<file path="src/hw/rtl/mlsc_pkg.sv">
// ----------------------------------------------------------------------------
// mlsc_pkg: shared types and constants of the multi-link split controller
// Fixed-point format, clamp limits, register indexes and transaction payloads.
// ----------------------------------------------------------------------------
`default_nettype none

package mlsc_pkg;

  // Fraction bits of the occupancy and split values.
  localparam int unsigned FracBits = 16;
  // Width of a Q value, which must be able to hold 1.0 itself.
  localparam int unsigned QW       = FracBits + 1;
  localparam int unsigned TimeW    = 30;
  localparam int unsigned GainW    = 16;
  // The loop gain carries 16 fraction bits of its own.
  localparam int unsigned GainFrac = 16;

  localparam longint unsigned QOneL  = longint'(1) << FracBits;
  localparam longint unsigned QLowL  = (50 * QOneL + 500) / 1000;
  localparam longint unsigned QHighL = (950 * QOneL + 500) / 1000;
  localparam longint unsigned QInitL = (808 * QOneL + 500) / 1000;

  localparam logic [QW-1:0] QOne  = QW'(QOneL);
  localparam logic [QW-1:0] QHalf = QW'(QOneL / 2);
  localparam logic [QW-1:0] QLow  = QW'(QLowL);
  localparam logic [QW-1:0] QHigh = QW'(QHighL);
  localparam logic [QW-1:0] QInit = QW'(QInitL);

  localparam logic [GainW-1:0] GainReset = 16'd13107;

  typedef enum logic [1:0] {
    CfgSchedMode = 2'd0,
    CfgLoopGain  = 2'd1
  } cfg_index_e;

  typedef enum logic [1:0] {
    ModeFixed = 2'd0,
    ModeProp  = 2'd1,
    ModeRatio = 2'd2
  } mode_e;

  typedef struct packed {
    mode_e             mode;
    logic [GainW-1:0]  gain;
  } cfg_t;

  typedef struct packed {
    logic [TimeW-1:0] link0_idle_time;
    logic [TimeW-1:0] link0_total_time;
    logic [TimeW-1:0] link1_idle_time;
    logic [TimeW-1:0] link1_total_time;
  } in_item_t;

  typedef struct packed {
    logic [QW-1:0] occupancy_link0;
    logic [QW-1:0] occupancy_link1;
    logic [QW-1:0] split_prob;
    logic          split_applied;
  } out_item_t;

endpackage

`default_nettype wire

</file>
<file path="src/hw/rtl/mlsc_div.sv">
// ----------------------------------------------------------------------------
// mlsc_div: shared radix-2 restoring divider
// Computes floor(num * 2^FracBits / den) for num <= den, one bit per cycle.
// ----------------------------------------------------------------------------
`default_nettype none

module mlsc_div (
  input  logic                        clk_i,
  input  logic                        rst_ni,
  input  logic                        start_i,
  input  logic [mlsc_pkg::TimeW-1:0]  num_i,
  input  logic [mlsc_pkg::TimeW-1:0]  den_i,
  output logic                        done_o,
  output logic [mlsc_pkg::QW-1:0]     quot_o
);

  localparam int unsigned TW   = mlsc_pkg::TimeW;
  localparam int unsigned QW   = mlsc_pkg::QW;
  localparam int unsigned CntW = $clog2(QW);

  logic [TW:0]     rem_q, rem_d;
  logic [TW-1:0]   den_q;
  logic [QW-1:0]   quot_q, quot_d;
  logic [CntW-1:0] cnt_q;
  logic            busy_q, done_q;
  logic            ge;
  logic [TW:0]     diff, kept;

  // The partial remainder stays below twice the divisor, so one compare
  // and subtract settles each quotient bit.
  always_comb begin
    diff   = rem_q - {1'b0, den_q};
    ge     = (rem_q >= {1'b0, den_q});
    kept   = ge ? diff : rem_q;
    rem_d  = {kept[TW-1:0], 1'b0};
    quot_d = {quot_q[QW-2:0], ge};
  end

  always_ff @(posedge clk_i or negedge rst_ni) begin
    if (!rst_ni) begin
      busy_q <= 1'b0;
      done_q <= 1'b0;
      cnt_q  <= '0;
    end else begin
      done_q <= 1'b0;
      if (start_i) begin
        busy_q <= 1'b1;
        cnt_q  <= CntW'(QW - 1);
      end else if (busy_q) begin
        cnt_q <= cnt_q - 1'b1;
        if (cnt_q == '0) begin
          busy_q <= 1'b0;
          done_q <= 1'b1;
        end
      end
    end
  end

  always_ff @(posedge clk_i) begin
    if (start_i) begin
      rem_q  <= {1'b0, num_i};
      den_q  <= den_i;
      quot_q <= '0;
    end else if (busy_q) begin
      rem_q  <= rem_d;
      quot_q <= quot_d;
    end
  end

  assign done_o = done_q;
  assign quot_o = quot_q;

endmodule

`default_nettype wire

</file>
<file path="src/hw/rtl/mlsc_ctrl.sv">
// ----------------------------------------------------------------------------
// mlsc_ctrl: sequencer and datapath of the split controller
// Runs the occupancy divisions on the shared divider, then by mode either the
// ratio division or the proportional update, and hands the result to the output stage.
// ----------------------------------------------------------------------------
`default_nettype none

module mlsc_ctrl (
  input  logic                  clk_i,
  input  logic                  rst_ni,
  input  mlsc_pkg::cfg_t        cfg_i,
  input  logic                  in_valid_i,
  output logic                  in_ready_o,
  input  mlsc_pkg::in_item_t    in_data_i,
  output logic                  res_valid_o,
  input  logic                  res_ready_i,
  output mlsc_pkg::out_item_t   res_o
);

  localparam int unsigned TW = mlsc_pkg::TimeW;
  localparam int unsigned QW = mlsc_pkg::QW;
  localparam int unsigned GW = mlsc_pkg::GainW;
  localparam int unsigned GF = mlsc_pkg::GainFrac;
  localparam int unsigned PW = GW + QW;
  localparam int unsigned SW = QW + 3;

  typedef enum logic [8:0] {
    SIdle = 9'b000000001,
    SL0   = 9'b000000010,
    SW0   = 9'b000000100,
    SL1   = 9'b000001000,
    SW1   = 9'b000010000,
    SMix  = 9'b000100000,
    SAdj  = 9'b001000000,
    SWr   = 9'b010000000,
    SOut  = 9'b100000000
  } state_e;

  state_e state_q, state_d;

  mlsc_pkg::in_item_t item_q;
  logic [QW-1:0] occ0_q, occ1_q, prob_q, split_q;
  logic          applied_q;
  logic [PW-1:0] prod_q;
  logic          neg_q;

  logic          div_start, div_done;
  logic [TW-1:0] div_num, div_den;
  logic [QW-1:0] div_quot;

  logic          skip0, skip1;
  logic [QW:0]   occ_sum;
  logic [QW-1:0] occ_mag;
  logic [PW:0]   prod_round;
  logic [QW:0]   delta_mag;
  logic signed [SW-1:0] adj_sum;
  logic [QW-1:0] adj_clamped, ratio_clamped;

  mlsc_div u_div (
    .clk_i   (clk_i),
    .rst_ni  (rst_ni),
    .start_i (div_start),
    .num_i   (div_num),
    .den_i   (div_den),
    .done_o  (div_done),
    .quot_o  (div_quot)
  );

  // A zero window or an idle time beyond the window gives zero occupancy.
  assign skip0 = (item_q.link0_total_time == '0) ||
                 (item_q.link0_idle_time > item_q.link0_total_time);
  assign skip1 = (item_q.link1_total_time == '0) ||
                 (item_q.link1_idle_time > item_q.link1_total_time);
  assign occ_sum = {1'b0, occ0_q} + {1'b0, occ1_q};
  assign occ_mag = (occ0_q >= occ1_q) ? (occ0_q - occ1_q) : (occ1_q - occ0_q);

  // A negative step rounds toward minus infinity, so its magnitude rounds up.
  always_comb begin
    prod_round = {1'b0, prod_q} + PW'({GF{1'b1}});
    if (neg_q) begin
      delta_mag = prod_round[PW:GF];
      adj_sum   = $signed({3'b000, split_q}) - $signed({2'b00, delta_mag});
    end else begin
      delta_mag = {1'b0, prod_q[PW-1:GF]};
      adj_sum   = $signed({3'b000, split_q}) + $signed({2'b00, delta_mag});
    end
    if (adj_sum < $signed({3'b000, mlsc_pkg::QLow})) begin
      adj_clamped = mlsc_pkg::QLow;
    end else if (adj_sum > $signed({3'b000, mlsc_pkg::QHigh})) begin
      adj_clamped = mlsc_pkg::QHigh;
    end else begin
      adj_clamped = adj_sum[QW-1:0];
    end
    if (div_quot < mlsc_pkg::QLow) begin
      ratio_clamped = mlsc_pkg::QLow;
    end else if (div_quot > mlsc_pkg::QHigh) begin
      ratio_clamped = mlsc_pkg::QHigh;
    end else begin
      ratio_clamped = div_quot;
    end
  end

  always_comb begin
    state_d   = state_q;
    div_start = 1'b0;
    div_num   = '0;
    div_den   = '0;
    unique case (state_q)
      SIdle: begin
        if (in_valid_i) begin
          state_d = SL0;
        end
      end
      SL0: begin
        div_num = item_q.link0_total_time - item_q.link0_idle_time;
        div_den = item_q.link0_total_time;
        if (skip0) begin
          state_d = SL1;
        end else begin
          div_start = 1'b1;
          state_d   = SW0;
        end
      end
      SW0: begin
        if (div_done) begin
          state_d = SL1;
        end
      end
      SL1: begin
        div_num = item_q.link1_total_time - item_q.link1_idle_time;
        div_den = item_q.link1_total_time;
        if (skip1) begin
          state_d = SMix;
        end else begin
          div_start = 1'b1;
          state_d   = SW1;
        end
      end
      SW1: begin
        if (div_done) begin
          state_d = SMix;
        end
      end
      SMix: begin
        div_num = TW'(occ0_q);
        div_den = TW'(occ_sum);
        unique case (cfg_i.mode)
          mlsc_pkg::ModeProp: begin
            state_d = SAdj;
          end
          mlsc_pkg::ModeRatio: begin
            if (occ_sum == '0) begin
              state_d = SOut;
            end else begin
              div_start = 1'b1;
              state_d   = SWr;
            end
          end
          default: begin
            state_d = SOut;
          end
        endcase
      end
      SAdj: begin
        state_d = SOut;
      end
      SWr: begin
        if (div_done) begin
          state_d = SOut;
        end
      end
      SOut: begin
        if (res_ready_i) begin
          state_d = SIdle;
        end
      end
      default: begin
        state_d = SIdle;
      end
    endcase
  end

  always_ff @(posedge clk_i or negedge rst_ni) begin
    if (!rst_ni) begin
      state_q <= SIdle;
      split_q <= mlsc_pkg::QInit;
    end else begin
      state_q <= state_d;
      if (state_q == SAdj) begin
        split_q <= adj_clamped;
      end
    end
  end

  always_ff @(posedge clk_i) begin
    if (state_q == SIdle && in_valid_i) begin
      item_q <= in_data_i;
    end
    if (state_q == SL0) begin
      occ0_q <= '0;
    end else if (state_q == SW0 && div_done) begin
      occ0_q <= div_quot;
    end
    if (state_q == SL1) begin
      occ1_q <= '0;
    end else if (state_q == SW1 && div_done) begin
      occ1_q <= div_quot;
    end
    if (state_q == SMix) begin
      prod_q <= PW'(cfg_i.gain) * PW'(occ_mag);
      neg_q  <= (occ0_q < occ1_q);
      unique case (cfg_i.mode)
        mlsc_pkg::ModeProp: begin
          applied_q <= 1'b1;
        end
        mlsc_pkg::ModeRatio: begin
          prob_q    <= mlsc_pkg::QHalf;
          applied_q <= 1'b1;
        end
        default: begin
          prob_q    <= mlsc_pkg::QOne;
          applied_q <= 1'b0;
        end
      endcase
    end
    if (state_q == SAdj) begin
      prob_q <= adj_clamped;
    end
    if (state_q == SWr && div_done) begin
      prob_q <= ratio_clamped;
    end
  end

  assign in_ready_o  = (state_q == SIdle);
  assign res_valid_o = (state_q == SOut);
  assign res_o       = '{occupancy_link0: occ0_q,
                         occupancy_link1: occ1_q,
                         split_prob:      prob_q,
                         split_applied:   applied_q};

endmodule

`default_nettype wire

</file>
<file path="src/hw/rtl/multi_link_split_controller.sv">
// ----------------------------------------------------------------------------
// multi_link_split_controller: two-link occupancy and traffic split controller
// Turns one measurement window into link occupancies and a link1 split.
// ----------------------------------------------------------------------------
// Usage: each input transaction carries one measurement window, the idle and
// total time of link0 and link1. Each yields exactly one output transaction
// with both busy fractions (unsigned Q16, 1.0 = 65536), the probability of
// steering traffic to link1 and a flag that tells whether the split is
// pushed to the traffic source. Both channels use valid/ready.
// The configuration channel writes sched_mode (index 0) and loop_gain
// (index 1); it is always ready and must only be used while the block idles.
// All divisions run one after the other on one shared bit-serial divider
// that retires one quotient bit per cycle; the ratio mode adds a third
// division for a nonzero occupancy sum, and a link with zero total or idle
// beyond total skips its division. The sequencer holds one window at a
// time, and the next window can be accepted in the cycle after the result
// moved into the output register; while that register is full, a second
// result waits in the sequencer until it frees, and the input stalls
// meanwhile. Reset restores mode 0, a gain of 0.2 and the adaptive split
// of 0.808, and leaves the output channel empty.
`default_nettype none

module multi_link_split_controller (
  input  logic                  clk_i,
  input  logic                  rst_ni,
  input  logic                  in_valid_i,
  output logic                  in_ready_o,
  input  mlsc_pkg::in_item_t    in_data_i,
  output logic                  out_valid_o,
  input  logic                  out_ready_i,
  output mlsc_pkg::out_item_t   out_data_o,
  input  logic                  cfg_valid_i,
  output logic                  cfg_ready_o,
  input  logic [1:0]            cfg_index_i,
  input  logic [15:0]           cfg_data_i
);

  mlsc_pkg::cfg_t      cfg_q;
  mlsc_pkg::out_item_t res;
  mlsc_pkg::out_item_t out_q;
  logic                res_valid, res_ready;
  logic                out_valid_q;

  // Register writes are taken at any time; the user must keep them to idle time, as the block does not enforce it.
  assign cfg_ready_o = 1'b1;

  always_ff @(posedge clk_i or negedge rst_ni) begin
    if (!rst_ni) begin
      cfg_q.mode <= mlsc_pkg::ModeFixed;
      cfg_q.gain <= mlsc_pkg::GainReset;
    end else if (cfg_valid_i) begin
      unique case (cfg_index_i)
        mlsc_pkg::CfgSchedMode: cfg_q.mode <= mlsc_pkg::mode_e'(cfg_data_i[1:0]);
        mlsc_pkg::CfgLoopGain:  cfg_q.gain <= cfg_data_i;
        default: ;
      endcase
    end
  end

  mlsc_ctrl u_ctrl (
    .clk_i       (clk_i),
    .rst_ni      (rst_ni),
    .cfg_i       (cfg_q),
    .in_valid_i  (in_valid_i),
    .in_ready_o  (in_ready_o),
    .in_data_i   (in_data_i),
    .res_valid_o (res_valid),
    .res_ready_i (res_ready),
    .res_o       (res)
  );

  // The output register frees the sequencer as soon as a result is handed
  // over; it refills in the same cycle in which the receiver takes its item.
  assign res_ready = !out_valid_q || out_ready_i;

  always_ff @(posedge clk_i or negedge rst_ni) begin
    if (!rst_ni) begin
      out_valid_q <= 1'b0;
    end else if (res_ready) begin
      out_valid_q <= res_valid;
    end
  end

  always_ff @(posedge clk_i) begin
    if (res_ready && res_valid) begin
      out_q <= res;
    end
  end

  assign out_valid_o = out_valid_q;
  assign out_data_o  = out_q;

endmodule

`default_nettype wire

</file>
<file path="config.mk">
export PLATFORM = sky130hd
export DESIGN_NAME = multi_link_split_controller
export DESIGN_NICKNAME = d
export VERILOG_FILES = /design/src/hw/rtl/mlsc_pkg.sv /design/src/hw/rtl/mlsc_div.sv /design/src/hw/rtl/mlsc_ctrl.sv /design/src/hw/rtl/multi_link_split_controller.sv
export SDC_FILE = /design/constraint.sdc
export NUM_CORES = 2
export LEC_CHECK = 0
export BUFFER_PORTS_ARGS = -buffer_cell sky130_fd_sc_hd__clkbuf_2
export CORE_ASPECT_RATIO = 0.5
export CORE_MARGIN = 8
export CORE_UTILIZATION = 65
export CTS_BUF_LIST = sky130_fd_sc_hd__clkbuf_8
export CTS_CLUSTER_DIAMETER = 150
export DETAILED_ROUTE_END_ITERATION = 16
export PLACE_DENSITY_LB_ADDON = 0.2
export SYNTH_ARGS = -nofsm -noshare
export SYNTH_HDL_FRONTEND = slang
export SYNTH_SLANG_ARGS = --single-unit
</file>
<file path="constraint.sdc">
create_clock -name clk_i -period 28.6 [get_ports clk_i]
set_input_delay 4.29 -clock clk_i [delete_from_list [all_inputs] [get_ports clk_i]]
set_output_delay 4.29 -clock clk_i [all_outputs]
set_load 0.02 [all_outputs]
</file>
# --- Word-level counts from Yosys, hierarchy flattened ---
# Index checks and enable logic that the tools add are counted.
totals:
  regBits: 388
  in_bits: 143
  word_cells: 124
  out_inout_bits: 55
classes:
  magnitude_cmp: 9
  n_mux: 39
  n_addsub: 10
  multipliers: 1
  n_eq_ne: 18
  n_reduce_logical: 21
op_table:
  columns: ["operator", "n"]
  rows:
  - ["$pmux 30 s3", 2]
  - ["$mux 17", 8]
  - ["$mux 30", 3]
  - ["$sub 30x30->30", 3]
  - ["$pmux 9 s9", 1]
  - ["$gt 30x30->1", 2]
  - ["$logic_not 30->1", 2]
  - ["$mux 9", 6]
  - ["$add 17x17->18", 2]
  - ["$add 33x16->34 const B", 1]
  - ["$pmux 17 s2", 1]
  - ["$sub 17x17->17", 2]
  - ["$mul 16x17->33", 1]
  - ["$ge 31x30->1", 1]
  - ["$gt 20x17->1 const B", 1]
  - ["$lt 20x13->1 const B", 1]
  - ["$mux 20", 1]
  - ["$sub 17x18->19", 1]
  - ["$logic_not 18->1", 1]
  - ["$pmux 9 s2", 1]
  - ["$ge 17x17->1", 1]
  - ["$gt 17x16->1 const B", 1]
  - ["$lt 17x12->1 const B", 1]
  - ["$lt 17x17->1", 1]
  - ["other kinds (30)", 53]

# --- Longest topological paths before layout ---
logic_depth:
  depth_word: 8
  mapped_depth: 38

# --- Hierarchy ---
# Synthesis repeated with hierarchy kept, for this count alone.
unflattened:
  hier_cells: 3570
  area_unflattened_um2: 34080.2
by_module_without_submodules:
  columns: ["module", "area_per_inst_um2", "cells_each", "instances"]
  rows:
  - ["mlsc_ctrl", 26555.5, 2946, 1]
  - ["mlsc_div", 5168.7, 527, 1]
  - ["multi_link_split_controller", 2356.0, 97, 1]

# --- Worst setup path after synthesis ---
# Ideal clock, no wire load.
synth_timing:
  path_kind: "register to register"
  start: "register u_ctrl.occ1_q[1]"
  end: "register u_ctrl.prod_q[30] (data pin)"
  arrival_time_ns: 8.792
  path_buffers: 3
  period_less_slack_ns: 9.053
  setup_time_ns: 0.261
  stages_incl_launch_ff: 35
  setup_slack_ns: 19.547
  path_cell_list: "dfxtp_1 > inv_1 > ha_1 > nor2b_1 > o2111ai_1 > nand3_1 > a31oi_1 > nor4_1 > o21ai_1 > and2_1 > buf_2 > mux2i_1 > o31a_1 > buf_2 > buf_2 > mux2_2 > fa_1 > fa_1 > fa_1 > inv_1 > fa_1 > fa_1 > inv_1 > fa_1 > inv_1 > ha_1 > a21oi_1 > o21ai_0 > a21oi_1 > a21boi_0 > o31a_1 > a41o_1 > a211oi_1 > nor3_1 > a311o_1"
synth_via:
  elab_chain_cells: 3
synth_lines:
  columns: ["element", "line", "text"]
  rows:
  - ["from (decl)", "mlsc_ctrl.sv:42", "logic [QW-1:0] occ0_q, occ1_q, prob_q, split_q;"]
  - ["from (signal assigned)", "mlsc_ctrl.sv:207", "occ1_q <= div_quot;"]
  - ["$sub 17x17->17 or $ge 17x17->1 (tied branches)", "mlsc_ctrl.sv:75", "assign occ_mag = (occ0_q >= occ1_q) ? (occ0_q - occ1_q) : (occ1_q - occ0_q);"]
  - ["$mux 17 *", "mlsc_ctrl.sv:75", null]
  - ["$mul 16x17->33 *", "mlsc_ctrl.sv:210", "prod_q <= PW'(cfg_i.gain) * PW'(occ_mag);"]
  - ["to (signal assigned)", "mlsc_ctrl.sv:210", null]
  - ["to (decl)", "mlsc_ctrl.sv:44", "logic [PW-1:0] prod_q;"]
# Every way passes the cells marked *; elsewhere a longest branch is shown, timed or not.
# A chain may end at the register's enable or synchronous reset.

# --- Final worst setup path ---
# Ends and elaborated chain as after synthesis.

==> run summary <==
Status: finished clean
Post-synthesis register bit count: 388
Total negative slack: 0 ns
Worst path most repeated cell: fa_1
Seq/Total Area, Yosys: 0.3279
Num CTS Buffers: 57
CP required: 29.01 ns
Max stage delay on crit path: 0.86 ns
Period utilization: 0.3723
Slew margin rel.: 0.1748
Top post-synthesis cells by area: edfxtp_1, fa_1, ha_1
Fillcell total: 3856
Initial Util: 0.6596
Min Tclk post-route: 10.65 ns
Vias: 26710
Slew Viols, Final: 0
Post-synth EDFFs: 284
RR Endpoint: u_ctrl.prod_q[30]$_DFFE_PN_
Row cnt: 58
VDD IR-drop max: 0.05097 mV
Die X: 335.7 microns
CP max FO: 16
CTS tree: done
Post-Route Utilization: 0.7169
Cell Area, Synth: 33220 sq um
Initial antenna violation count: 1
F_max: 93.92 MHz
First-pass GRT wire length: 142800 microns
Synth area leader: edfxtp_1
Clock Tree Root: clkbuf_8
Power Density: 62.66 nW/um^2
Global route total overflow: 0
Die footprint: 59040 sq um
GRT Overall Usage: 0.3024
Mean routed wirelength per cell: 21.24 microns
Vias in the first global route: 26560
Die Y: 175.9 microns
Max Buffers Root-to-Sink: 3
Leak pwr: 0.01630 uW
Total I/O pin count: 198
Slew @ Worst Pin: 1.238 ns
Post-DR vias/cell: 6.196
Post-route ant nets: 0
WP data arrival: 11.06 ns
Final RePlAce weighted congestion: 1.014
R2R depth: 31
Core area: 50360 sq um
DRC: 0
Endpoints failing hold: 0
Asr flop ratio synth: 0.1340
Crit Path Class: reg2reg
Yosys Warn Count: 0
Setup crit start kind: register
Clock Skews: 0.03026 ns
CP max stage cell: o31a_1
Critical Path Sink Type: register
Unrepaired setup endpoints after global routing: no
HPWL Detailed: 69170 microns
Distinct cell type count after synthesis: 86
TritonCTS Sinks: 388
Syn Nets: 4061
Clock transition at the registers of the reported paths: 0.07 ns
Largest net degree at the start of global routing: 75
Ant. Diodes: 0
Crit path capture: u_ctrl.prod_q[30]$_DFFE_PN_
Reg-to-reg slack, setup: 17.95 ns
FF-to-FF Start: u_ctrl.occ1_q[1]$_SDFFE_PN0P_
Port Buffers: 196
Drt total wl: 91570 microns
Primary FF master, synth: edfxtp_1
Hold-fix buffers at CTS: 0
Post-CTS Setup Bufs: 0
Final Setup Violations: 0
Max-Cap Viols: 0
Worst Hold Class: reg2reg
Post-Synthesis Cells: 3418
Yosys top cell area share: 0.2567
Drt initial violations: 2508
Clock Latency Late Sink: 0.69 ns
Pre-Repair DR Iteration Count: 9
Share of cells above drive strength 1: 0.1118
Avg Cell Area, Syn: 9.720 sq um
Fin nets: 4215
Post-CTS sizing: 0
Area growth syn-to-layout: 8.674%
CTS H-tree lvls: 2
Setup crit start: u_ctrl.occ1_q[1]$_SDFFE_PN0P_
flip-flops by register name, summed over array words and instances (netlist names):
signal and count:
out_valid_o 1, u_ctrl.applied_q 1, u_ctrl.occ1_q 17, u_ctrl.u_div.done_o 1
cfg_q 18, u_ctrl.prob_q 17, u_ctrl.state_q 9, u_ctrl.u_div.busy_q 1
u_ctrl.u_div.den_q 30, u_ctrl.occ0_q 17, u_ctrl.u_div.quot_o 17, u_ctrl.prod_q 33
u_ctrl.split_q 17, u_ctrl.neg_q 1, out_data_o 52, u_ctrl.u_div.rem_q 31
u_ctrl.item_q 120, u_ctrl.u_div.cnt_q 5
layout by cell type (no fill, tap or decap), drive strengths merged, types with 33 or more instances in the layout:
master / netlist / routed
clkbuf: 102 / 260
xor2: 52 / 52
inv: 437 / 463
nand2: 309 / 309
nor2: 181 / 181
a21o: 63 / 63
dfxtp: 52 / 52
o21ai: 130 / 130
edfxtp: 284 / 284
nand3: 44 / 44
xnor2: 105 / 105
nor2b: 38 / 38
nor3: 60 / 60
mux2i: 112 / 112
a21oi: 182 / 182
mux2: 35 / 35
ha: 284 / 284
and2: 130 / 130
dfrtp: 33 / 33
fa: 216 / 216
a31oi: 33 / 33
nand2b: 50 / 50
per-layer routing:
| layer | track usage | wire, microns | vias to the layer above |
|---|---|---|---|
| met5 | 0 | 0 | - |
| met4 | 0.1356 | 4448 | 0 |
| met3 | 0.06456 | 8584 | 272 |
| met2 | 0.4899 | 42560 | 1293 |
| met1 | 0.3905 | 35980 | 12970 |
| li1 | - | - | 12180 |
how the worst min path moves through the flow:
stage	end	cells past startpoint	start
2_1_floorplan	out_data_o[0]$_DFFE_PP_	0	u_ctrl.applied_q$_DFFE_PN_
3_3_place_gp	out_data_o[0]$_DFFE_PP_	0	u_ctrl.applied_q$_DFFE_PN_
3_5_place_dp	out_data_o[9]$_DFFE_PP_	0	u_ctrl.prob_q[8]$_DFFE_PP_
4_1_cts	out_data_o[9]$_DFFE_PP_	0	u_ctrl.prob_q[8]$_DFFE_PP_
5_1_grt	out_data_o[9]$_DFFE_PP_	0	u_ctrl.prob_q[8]$_DFFE_PP_
6_report	out_data_o[9]$_DFFE_PP_	0	u_ctrl.prob_q[8]$_DFFE_PP_
metrics by stage:
| step | worst slack, ns | instance area, sq um | hold slack (ns) | total power [uW] | std cells |
|---|---|---|---|---|---|
| floorplan | 19.55 | 33220 | 0.4003 | 1486 | 3418 |
| detailed placement | 18.10 | 34820 | 0.4081 | 1730 | 4203 |
| global placement | 18.33 | 34820 | 0.4028 | 1702 | 4203 |
| global route | 17.31 | 36100 | 0.4286 | 2382 | 4311 |
| CTS | 18.05 | 36100 | 0.4238 | 2249 | 4311 |
| finish | 17.95 | 36100 | 0.4242 | 2262 | 4311 |
power by group:
part / switching (uW) / internal (uW)
clock network: 245 / 272
registers: 121 / 741
logic: 519 / 364
cell type report:
| class | instances | area (sq um) | share of cell area |
|---|---|---|---|
| multi-input combinational | 2460 | 20210 | 0.5597 |
| sequential | 388 | 10890 | 0.3017 |
| inverter | 438 | 1644 | 0.04554 |
| timing repair buffer | 227 | 1214 | 0.03362 |
| clock buffer | 64 | 880.8 | 0.02440 |
| tap | 690 | 863.3 | 0.02391 |
| clock inverter | 44 | 399.1 | 0.01106 |
cell families (layout without fill, tap and decap cells):
logic type | after synthesis | count (layout) | synth area share
buffers and inverters | 570 | 773 | 0.06568
and+or+nand+nor | 958 | 958 | 0.1428
adders and majority gates | 500 | 500 | 0.2371
xor gates and xnor gates | 157 | 157 | 0.04139
muxes | 147 | 147 | 0.04561
AOI/OAI and AO/OA | 697 | 697 | 0.1394
other | 1 | 1 | 0.0001129
DFF | 388 | 388 | 0.3279
cell usage after synthesis, types with 35 or more instances:
| cell type | number |
|---|---|
| and2_1 | 130 |
| nor2_1 | 181 |
| o21ai_0 | 127 |
| xor2_1 | 52 |
| nand2b_1 | 50 |
| inv_1 | 437 |
| a21o_1 | 63 |
| xnor2_1 | 105 |
| dfxtp_1 | 52 |
| mux2_2 | 35 |
| nor3_1 | 60 |
| clkbuf_1 | 101 |
| fa_1 | 216 |
| nand3_1 | 44 |
| ha_1 | 284 |
| a21oi_1 | 182 |
| edfxtp_1 | 284 |
| nor2b_1 | 38 |
| mux2i_1 | 112 |
| nand2_1 | 309 |
worst max-delay path, delay by kind of cell (launching register included):
family,cells,cell delay [ns]
flops,1,0.45
fa+ha+maj,8,3.75
mux,2,0.68
compound gates,12,4.04
buf+inv,4,0.31
simple gates,5,1.11
Note: power is estimated with default switching activity, not from simulation.
